$ cat config.mk
export PLATFORM = sky130hd
export DESIGN_NAME = x86_instruction_length_decoder_flat
export DESIGN_NICKNAME = d
export VERILOG_FILES = /design/src/xild_pkg.sv /design/src/xild_if.sv /design/src/x86_instruction_length_decoder.sv /design/src/flat_wrapper.sv
export SDC_FILE = /design/constraint.sdc
export NUM_CORES = 1
export LEC_CHECK = 0
export BUFFER_PORTS_ARGS = -buffer_cell sky130_fd_sc_hd__buf_2
export CAP_MARGIN = 20
export CORE_MARGIN = 2
export CORE_UTILIZATION = 40
export CTS_BUF_LIST = sky130_fd_sc_hd__clkbuf_16
export DETAILED_ROUTE_END_ITERATION = 10
export MAX_ROUTING_LAYER = met4
export SYNTH_ARGS = -nofsm -noshare
export SYNTH_HDL_FRONTEND = slang
export SYNTH_SLANG_ARGS = --single-unit
export TNS_END_PERCENT = 50
$ cat constraint.sdc
create_clock -name clk_i -period 8.4 [get_ports clk_i]
set_input_delay 0.84 -clock clk_i [delete_from_list [all_inputs] [get_ports clk_i]]
set_output_delay 0.84 -clock clk_i [all_outputs]
set_load 0.03 [all_outputs]
$ cat src/xild_pkg.sv
package xild_pkg;

  // opcode flag bits
  localparam logic [7:0] FM = 8'h01;
  localparam logic [7:0] FB = 8'h02;
  localparam logic [7:0] FW = 8'h04;
  localparam logic [7:0] FP = 8'h08;
  localparam logic [7:0] FX = 8'h10;

  localparam logic [7:0] OP_ESC  = 8'h0F;
  localparam logic [7:0] PFX_OPS = 8'h66;
  localparam logic [7:0] PFX_ADR = 8'h67;
  localparam logic [7:0] OP_F6   = 8'hF6;
  localparam logic [7:0] OP_F7   = 8'hF7;

  typedef enum logic [2:0] {
    PH_START = 3'd0,
    PH_EXT   = 3'd1,
    PH_FPU   = 3'd2,
    PH_MODRM = 3'd3,
    PH_SIB   = 3'd4,
    PH_SKIP  = 3'd5
  } phase_e;

  typedef struct packed {
    logic [7:0] code_byte;
  } in_word_t;

  typedef struct packed {
    logic [4:0] instr_length;
    logic [4:0] opcode_offset;
    logic       prefix_overflow;
  } out_word_t;

  function automatic logic is_prefix(input logic [7:0] b);
    case (b)
      8'h2E, 8'h3E, 8'h36, 8'h26, 8'h64, 8'h65,
      8'hF0, 8'hF2, 8'hF3, 8'h66, 8'h67: is_prefix = 1'b1;
      default: is_prefix = 1'b0;
    endcase
  endfunction

  // one-byte opcode flags, by row of sixteen
  function automatic logic [7:0] one_byte_flags(input logic [7:0] b);
    logic [3:0] lo;
    logic [7:0] f;
    lo = b[3:0];
    f = 8'h00;
    case (b[7:4])
      4'h0, 4'h1, 4'h2, 4'h3: begin
        case (lo)
          4'h0, 4'h1, 4'h2, 4'h3, 4'h8, 4'h9, 4'hA, 4'hB: f = FM;
          4'h4, 4'hC: f = FB;
          4'h5, 4'hD: f = FP;
          default: f = 8'h00;
        endcase
      end
      4'h6: begin
        case (lo)
          4'h2, 4'h3: f = FM;
          4'h8: f = FP;
          4'h9: f = FM | FP;
          4'hA: f = FB;
          4'hB: f = FM | FB;
          default: f = 8'h00;
        endcase
      end
      4'h7: f = FB;
      4'h8: begin
        case (lo)
          4'h0, 4'h2, 4'h3: f = FM | FB;
          4'h1: f = FM | FP;
          default: f = FM;
        endcase
      end
      4'h9: f = (lo == 4'hA) ? (FW | FP) : 8'h00;
      4'hA: begin
        case (lo)
          4'h0, 4'h1, 4'h2, 4'h3, 4'h9: f = FP;
          4'h8: f = FB;
          default: f = 8'h00;
        endcase
      end
      4'hB: f = lo[3] ? FP : FB;
      4'hC: begin
        case (lo)
          4'h0, 4'h1, 4'h6: f = FM | FB;
          4'h2, 4'hA: f = FW;
          4'h4, 4'h5: f = FM;
          4'h7: f = FM | FP;
          4'h8: f = FB | FW;
          4'hD: f = FB;
          default: f = 8'h00;
        endcase
      end
      4'hD: begin
        case (lo)
          4'h0, 4'h1, 4'h2, 4'h3: f = FM;
          4'h4, 4'h5: f = FB;
          4'h6, 4'h7: f = 8'h00;
          default: f = FX;
        endcase
      end
      4'hE: begin
        case (lo)
          4'h8, 4'h9: f = FP;
          4'hA: f = FW | FP;
          4'hB: f = FB;
          default: f = lo[3] ? 8'h00 : FB;
        endcase
      end
      4'hF: f = (lo == 4'h6 || lo == 4'h7 || lo == 4'hE || lo == 4'hF) ? FM : 8'h00;
      default: f = 8'h00;
    endcase
    return f;
  endfunction

  // flags for the byte after the 0x0f escape
  function automatic logic [7:0] two_byte_flags(input logic [7:0] b);
    logic [3:0] lo;
    logic [7:0] f;
    lo = b[3:0];
    f = 8'h00;
    case (b[7:4])
      4'h0: begin
        case (lo)
          4'h0, 4'h1, 4'h2, 4'h3, 4'hD: f = FM;
          4'hF: f = FM | FB;
          default: f = 8'h00;
        endcase
      end
      4'h1: f = (lo <= 4'h8) ? FM : 8'h00;
      4'h2: f = (lo == 4'h5 || lo == 4'h7) ? 8'h00 : FM;
      4'h3: f = 8'h00;
      4'h4, 4'h5, 4'h6, 4'h9, 4'hD, 4'hE: f = FM;
      4'h7: begin
        case (lo)
          4'h0, 4'h1, 4'h2, 4'h3: f = FM | FB;
          4'h4, 4'h5, 4'h6, 4'hC, 4'hD, 4'hE, 4'hF: f = FM;
          default: f = 8'h00;
        endcase
      end
      4'h8: f = FP;
      4'hA: begin
        case (lo)
          4'h3, 4'h5, 4'hB, 4'hD, 4'hE, 4'hF: f = FM;
          4'h4, 4'hC: f = FM | FB;
          default: f = 8'h00;
        endcase
      end
      4'hB: begin
        case (lo)
          4'h8, 4'h9: f = 8'h00;
          4'hA: f = FM | FB;
          default: f = FM;
        endcase
      end
      4'hC: begin
        case (lo)
          4'h0, 4'h1, 4'h3, 4'h7: f = FM;
          4'h2, 4'h4, 4'h5, 4'h6: f = FM | FB;
          default: f = 8'h00;
        endcase
      end
      4'hF: f = (lo == 4'hF) ? 8'h00 : FM;
      default: f = 8'h00;
    endcase
    return f;
  endfunction

endpackage

$ cat src/xild_if.sv
interface xild_in_if;
  logic                valid;
  logic                ready;
  xild_pkg::in_word_t  data;
  modport source (output valid, output data, input ready);
  modport sink   (input valid, input data, output ready);
endinterface

interface xild_out_if;
  logic                valid;
  logic                ready;
  xild_pkg::out_word_t data;
  modport source (output valid, output data, input ready);
  modport sink   (input valid, input data, output ready);
endinterface

$ cat src/x86_instruction_length_decoder.sv
// x86 32-bit instruction length decoder. Takes one code byte per cycle on
// in_i and follows each instruction's layout (prefixes, opcode or 0x0f escape,
// fpu byte, modrm, sib, displacement and immediate). On an instruction's last
// byte it sends one word on out_o with the length and the opcode offset; more
// than MAX_PREFIXES prefixes gives a word with length 0 and prefix_overflow
// set. Each byte is decoded in the cycle it is accepted by a small table
// lookup and phase update; the result sits in a one-entry output register
// with a skid stage, so a byte is accepted every cycle unless the output is
// stalled with both stages full.
module x86_instruction_length_decoder #(
  parameter int MAX_PREFIXES = 16
) (
  input  logic clk_i,
  input  logic rst_ni,
  xild_in_if.sink    in_i,
  xild_out_if.source out_o
);
  import xild_pkg::*;

  phase_e     phase_q, phase_d;
  logic [4:0] pcount_q, pcount_d;
  logic       osz_q, osz_d, asz_q, asz_d;
  logic [7:0] popc_q, popc_d, flags_q, flags_d;
  logic [1:0] mmode_q, mmode_d;
  logic [4:0] nbytes_q, nbytes_d;
  logic [3:0] skip_q, skip_d;

  logic       emit;
  out_word_t  res;

  // output register plus skid stage
  logic       ov_q, sv_q;
  out_word_t  od_q, sd_q;
  logic       fire;

  assign in_i.ready  = !sv_q;
  assign fire        = in_i.valid && in_i.ready;
  assign out_o.valid = ov_q;
  assign out_o.data  = od_q;

  // decode one byte
  always_comb begin
    logic [7:0] b;
    logic [4:0] nb;
    logic [4:0] pc;
    logic [3:0] imm;
    logic [3:0] disp;
    logic [3:0] tl;
    logic       do_tail;
    b = in_i.data.code_byte;
    nb = nbytes_q + 5'd1;
    phase_d = phase_q;
    pcount_d = pcount_q;
    osz_d = osz_q;
    asz_d = asz_q;
    popc_d = popc_q;
    flags_d = flags_q;
    mmode_d = mmode_q;
    nbytes_d = nb;
    skip_d = skip_q;
    emit = 1'b0;
    res = '0;
    pc = pcount_q + 5'd1;
    imm = 4'd0;
    disp = 4'd0;
    do_tail = 1'b0;
    case (phase_q)
      PH_EXT: begin
        flags_d = two_byte_flags(b);
        if ((flags_d & FX) != 0) phase_d = PH_FPU;
        else if ((flags_d & FM) != 0) phase_d = PH_MODRM;
        else do_tail = 1'b1;
      end
      PH_FPU: begin
        if ((flags_q & FM) != 0) phase_d = PH_MODRM;
        else do_tail = 1'b1;
      end
      PH_MODRM: begin
        if (popc_q == OP_F6 && b[5:3] == 3'd0) flags_d = flags_q | FB;
        if (popc_q == OP_F7 && b[5:3] == 3'd0) flags_d = flags_q | FP;
        case (b[7:6])
          2'd0: begin
            if (asz_q && b[2:0] == 3'd6) disp = 4'd2;
            if (!asz_q && b[2:0] == 3'd5) disp = 4'd4;
          end
          2'd1: disp = 4'd1;
          2'd2: disp = asz_q ? 4'd2 : 4'd4;
          default: disp = 4'd0;
        endcase
        if (b[7:6] != 2'd3 && !asz_q && b[2:0] == 3'd4) begin
          mmode_d = b[7:6];
          phase_d = PH_SIB;
        end else begin
          do_tail = 1'b1;
        end
      end
      PH_SIB: begin
        if (mmode_q == 2'd1) disp = 4'd1;
        else if (mmode_q == 2'd2) disp = 4'd4;
        else disp = (b[2:0] == 3'd5) ? 4'd4 : 4'd0;
        do_tail = 1'b1;
      end
      PH_SKIP: begin
        skip_d = skip_q - 4'd1;
        if (skip_d == 4'd0) begin
          emit = 1'b1;
          res.instr_length = nb;
          res.opcode_offset = pcount_q;
        end
      end
      default: begin
        if (is_prefix(b)) begin
          if (b == PFX_OPS) osz_d = 1'b1;
          if (b == PFX_ADR) asz_d = 1'b1;
          pcount_d = pc;
          if (32'(pc) > 32'(MAX_PREFIXES)) begin
            emit = 1'b1;
            res.prefix_overflow = 1'b1;
            phase_d = PH_START;
            pcount_d = '0;
            osz_d = 1'b0;
            asz_d = 1'b0;
            popc_d = '0;
            flags_d = '0;
            mmode_d = '0;
            nbytes_d = '0;
            skip_d = '0;
          end
        end else begin
          popc_d = b;
          if (b == OP_ESC) begin
            phase_d = PH_EXT;
          end else begin
            flags_d = one_byte_flags(b);
            if (b >= 8'hA0 && b <= 8'hA3) osz_d = asz_q;
            if ((flags_d & FX) != 0) phase_d = PH_FPU;
            else if ((flags_d & FM) != 0) phase_d = PH_MODRM;
            else do_tail = 1'b1;
          end
        end
      end
    endcase
    // immediate size from the updated flags and operand size
    if ((flags_d & FB) != 0) imm = imm + 4'd1;
    if ((flags_d & FW) != 0) imm = imm + 4'd2;
    if ((flags_d & FP) != 0) imm = imm + (osz_d ? 4'd2 : 4'd4);
    tl = disp + imm;
    if (do_tail) begin
      if (tl == 4'd0) begin
        emit = 1'b1;
        res.instr_length = nb;
        res.opcode_offset = pcount_q;
      end else begin
        skip_d = tl;
        phase_d = PH_SKIP;
      end
    end
    if (emit && !res.prefix_overflow) begin
      phase_d = PH_START;
      pcount_d = '0;
      osz_d = 1'b0;
      asz_d = 1'b0;
      popc_d = '0;
      flags_d = '0;
      mmode_d = '0;
      nbytes_d = '0;
      skip_d = '0;
    end
  end

  // decode state
  always_ff @(posedge clk_i or negedge rst_ni) begin
    if (!rst_ni) begin
      phase_q <= PH_START;
      pcount_q <= '0;
      osz_q <= 1'b0;
      asz_q <= 1'b0;
      popc_q <= '0;
      flags_q <= '0;
      mmode_q <= '0;
      nbytes_q <= '0;
      skip_q <= '0;
    end else if (fire) begin
      phase_q <= phase_d;
      pcount_q <= pcount_d;
      osz_q <= osz_d;
      asz_q <= asz_d;
      popc_q <= popc_d;
      flags_q <= flags_d;
      mmode_q <= mmode_d;
      nbytes_q <= nbytes_d;
      skip_q <= skip_d;
    end
  end

  // result word and skid stage
  always_ff @(posedge clk_i or negedge rst_ni) begin
    if (!rst_ni) begin
      ov_q <= 1'b0;
      sv_q <= 1'b0;
    end else begin
      if (!ov_q || out_o.ready) begin
        if (sv_q) begin
          ov_q <= 1'b1;
          sv_q <= 1'b0;
        end else begin
          ov_q <= fire && emit;
        end
      end else if (fire && emit) begin
        sv_q <= 1'b1;
      end
    end
  end

  always_ff @(posedge clk_i) begin
    if (!ov_q || out_o.ready) begin
      od_q <= sv_q ? sd_q : res;
    end else if (fire && emit) begin
      sd_q <= res;
    end
  end

endmodule

$ cat src/flat_wrapper.sv
// flat-port wrapper written by rule: the top's interface ports become plain ports
module x86_instruction_length_decoder_flat import xild_pkg::*;
#(
  parameter int MAX_PREFIXES = 16
)
  (clk_i, rst_ni, in_i_valid, in_i_data, in_i_ready, out_o_valid, out_o_data, out_o_ready);
  xild_in_if in_i_i ();
  xild_out_if out_o_i ();
  input  logic clk_i;
  input  logic rst_ni;
  input wire logic [$bits(in_i_i.valid)-1:0] in_i_valid;
  input wire logic [$bits(in_i_i.data)-1:0] in_i_data;
  output wire logic [$bits(in_i_i.ready)-1:0] in_i_ready;
  output wire logic [$bits(out_o_i.valid)-1:0] out_o_valid;
  output wire logic [$bits(out_o_i.data)-1:0] out_o_data;
  input wire logic [$bits(out_o_i.ready)-1:0] out_o_ready;
  assign in_i_i.valid = in_i_valid;
  assign in_i_i.data = in_i_data;
  assign in_i_ready = in_i_i.ready;
  assign out_o_valid = out_o_i.valid;
  assign out_o_data = out_o_i.data;
  assign out_o_i.ready = out_o_ready;
  x86_instruction_length_decoder #(.MAX_PREFIXES(MAX_PREFIXES)) u_core (.clk_i(clk_i), .rst_ni(rst_ni), .in_i(in_i_i), .out_o(out_o_i));
endmodule
==> impl_summary.log <==
INFO  metric n_fill_cell = 1,045
INFO  metric remaining_drc_errors = 0
INFO  metric most_numerous_cell_on_the_critical_path = nand2_1
INFO  metric ir_drop_worst_vdd = 0.204 mV
INFO  metric critical_path_fanouts_max = 24
INFO  metric clkSinkCount = 57
INFO  metric timing.max_slew.rel_slack = 31.1%
INFO  metric post-route-worst-setup-slack = 3.01 ns
INFO  metric diodes = 0
INFO  metric postSynth.topFlopCell = dfrtp_1
INFO  metric grt_max_degree = 36
INFO  metric clock_tree.htree_level_count = 3
INFO  metric report.final.hold_viol_count = 0
INFO  metric synth.ff_latch_count = 57
INFO  metric cts.repair_timing.setup_buffer_count = 0
INFO  metric path_cells = buf_2 -> nand2_1 -> or4_4 -> nand2_1 -> a21oi_1 -> o21ai_0 -> a21o_1 -> ha_1 -> nor2_1 -> a21oi_1 -> fa_1 -> xor2_1 -> nor3_1 -> nand2_1 -> mux2_4 -> o21ai_2 -> and3_1
INFO  metric placementRows = 37
INFO  metric rsz0062_at_grt = false
INFO  metric ys_warn_count = 0
INFO  metric final_cell_area = 4730 um^2
INFO  metric synth_area = 4300 um^2
INFO  metric synthSimpleGateAreaFrac = 25.7%
INFO  metric r2r_start = u_core.phase_q[2]
INFO  metric post_layout_nonfiller_instances = 661
INFO  metric finClkSkew = 0.00620 ns
INFO  metric postCtsResizedCells = 0
INFO  metric finalMaxSlewViolations = 0
INFO  metric worst_setup_path_startpoint = in_i_data[7]
INFO  metric grt-ovfl-total = 0
INFO  metric cpMaxStageDelayCell = or4_4
INFO  metric cp.arrival = 5.36 ns
INFO  metric clock_tree.buffer_depth = 2
INFO  metric placed_cells_incl_taps = 645
INFO  metric place_hpwl = 8490 um
INFO  metric vias_after_detailed_routing = 4,020
INFO  metric worstSetupPathType = in -> reg
INFO  metric postPlaceCellArea = 4430 um^2
INFO  metric wire_per_inst = 18.2 um
INFO  metric crit_path_start_kind = primary input
INFO  metric worst_path_largest_cell_delay = 0.59 ns
INFO  metric cts_root_buffer = clkbuf_16
INFO  metric holdBufCountCts = 0
INFO  metric grt_antenna_before_repair = 0
INFO  metric layout.nets = 542
INFO  metric first_pass_iters = 4
INFO  metric starting_density = 41.5%
INFO  metric die_area = 11,600 um^2
INFO  metric yosysUniqueCellTypes = 77
INFO  metric postSynthNetCount = 545
INFO  metric synth_async_sr_flop_share = 61.4%
INFO  metric maxClockFrequency = 186 MHz
INFO  metric number_of_enable_type_register_cells_in_the_synthesized_netlist = 22
INFO  metric main_combinational_cell_family_by_area_after_synthesis = compound AO/OA/AOI/OAI gates
INFO  metric num_io_pins = 25
INFO  metric synth-compound-area-share = 26.5%
INFO  metric final.min_clock_period = 5.39 ns
INFO  metric numCtsBuffers = 9
INFO  metric final.hold.worst_slack = 0.517 ns
INFO  metric grt.total_usage = 22.4%
INFO  metric layout-drive-gt1-share = 11.4%
INFO  metric tightest_slew = 1.03 ns
INFO  metric power_density = 374 nW/um^2
INFO  metric syn-mean-instance-area = 8.22 um^2
INFO  metric total_routed_wirelength = 12,000 um
INFO  metric via_per_inst = 6.08
INFO  metric die_w = 108 um
INFO  metric design_power_total = 1.77 mW
INFO  metric synthCells = 523
INFO  metric setup-violations-final = 0
INFO  metric status = finished, final reports clean
INFO  metric worst_setup_hold_path_clk_slew = 0.05 ns
INFO  metric via_count_of_the_first_global_routing_pass = 3,763
INFO  metric fin_util = 45.6%
INFO  metric tritoncts = yes
INFO  metric synth.area.mux_share = 0.815%
INFO  metric die_h = 108 um
INFO  metric max_cap_viol = 0
INFO  metric detailedRoute.firstIterationViolations = 234
INFO  metric post_synth_xor_area_fraction = 1.43%
INFO  metric core_region_area = 10,400 um^2
INFO  metric synthToLayoutAreaGrowth = 10.1%
INFO  metric worstSetupEndpointType = flop
INFO  metric required = 8.37 ns
INFO  metric synth_adder_area_share = 3.32%
INFO  metric dp_slack = 2.73 ns
INFO  metric clk-insertion-delay-late = 0.33 ns
INFO  metric final_cycle_utilization_of_the_critical_path = 64.2%
INFO  metric tns = 0 ns
INFO  metric hold_path_startpoint = u_core.osz_q
INFO  metric static-leakage-power = 1.90 nW
INFO  metric buffer_ports.inserted = 24
INFO  metric grt_pass1_wl = 19,800 um
INFO  metric synth_sequential_area_ratio = 35.7%
INFO  metric worst_hold_check_path_type = reg -> reg
INFO  metric gp_congestion = 0.968
INFO  metric antenna_left = 0
[layer usage]
metal / part of all wire, % / up-vias / track usage [%]
li1: - / 1946 / -
met4: 1.9 / 0 / 7.42
met3: 3.9 / 21 / 3.45
met2: 48 / 113 / 35.6
met1: 46 / 1940 / 29.2
met5: 0 / - / -
[kinds of logic (layout without fill, tap and decap cells)]
kind of cell,Yosys count,after routing
DFF,57,57
buffers and inverters,66,68
and+or+nand+nor,219,219
xor gates and xnor gates,7,7
AOI/OAI and AO/OA,160,160
muxes,3,3
adders and majority gates,11,11
[power by group]
part / switching, mW / internal (mW) / total (mW)
registers: 0.110 / 0.411 / 0.521
logic: 0.577 / 0.298 / 0.875
clock network: 0.140 / 0.232 / 0.372
total: 0.828 / 0.940 / 1.77
[state kept, by name, summed over array words and instances (netlist names)]
register / cells
u_core.out_o.data: 11
u_core.sd_q: 11
u_core.popc_q: 8
u_core.nbytes_q: 5
u_core.pcount_q: 5
u_core.flags_q: 4
u_core.skip_q: 4
u_core.phase_q: 3
u_core.mmode_q: 2
u_core.asz_q: 1
u_core.osz_q: 1
u_core.out_o.valid: 1
u_core.sv_q: 1
[cell type report]
class	count	area (um^2)	area share [%]
Inverter	24	90.1	1.90
Clock inverter	7	78.8	1.67
Tap cell	136	170	3.60
Multi-Input combinational cell	400	2480	52.4
Clock buffer	9	225	4.76
Timing Repair Buffer	28	150	3.17
Sequential cell	57	1540	32.5
[Yosys cell counts (all sizes together), types with 10 or more instances]
cell,instances,area [um^2]
clkbuf,30,113
nand3,22,110
o21ai,40,208
buf,12,78.8
nor2b,17,106
nand2,67,251
and2,14,87.6
o2111ai,18,158
dfrtp,35,876
inv,23,86.3
a21oi,23,115
nand2b,10,62.6
edfxtp,22,661
nor2,45,169
a31oi,10,62.6
[cells in the final DEF, fill, tap and decap left out, types with 5 or more instances in the layout]
cell type	count
o21ai_1	10
nor2_1	45
o22ai_1	8
buf_2	24
nand3_1	22
nand2_1	67
nand2b_1	10
ha_1	9
and3_1	6
nand4_1	7
a21oi_1	23
o2111ai_1	18
nor3_1	6
nor2b_1	17
clkbuf_16	9
a31oi_1	10
edfxtp_1	22
dfrtp_1	35
inv_1	23
a21o_1	5
o31ai_1	9
and2_1	14
o21ai_0	28
[worst max-delay path, delay by kind of cell]
family                     cells  cell delay, ns
muxes                          1            0.39
and+or+nand+nor                7            1.95
xor gates and xnor gates       1            0.18
adders and majority gates      2            0.67
buffers and inverters          1            0.35
AOI/OAI and AO/OA              5            0.94
[worst paths after layout]
kind | to | slack (ns) | cells after the start
worst max-delay path | u_core.sd_q[2] | 3.01 | 17
worst min-delay path | u_core.osz_q | 0.52 | 2
worst max register to register | u_core.sd_q[2] | 3.20 | 13
worst min register to register | u_core.osz_q | 0.52 | 2
max in group asynchronous | u_core.mmode_q[1] | 7.29 | 1
min in group asynchronous | u_core.nbytes_q[0] | 0.60 | 1
(Power assumes the default switching activity.)
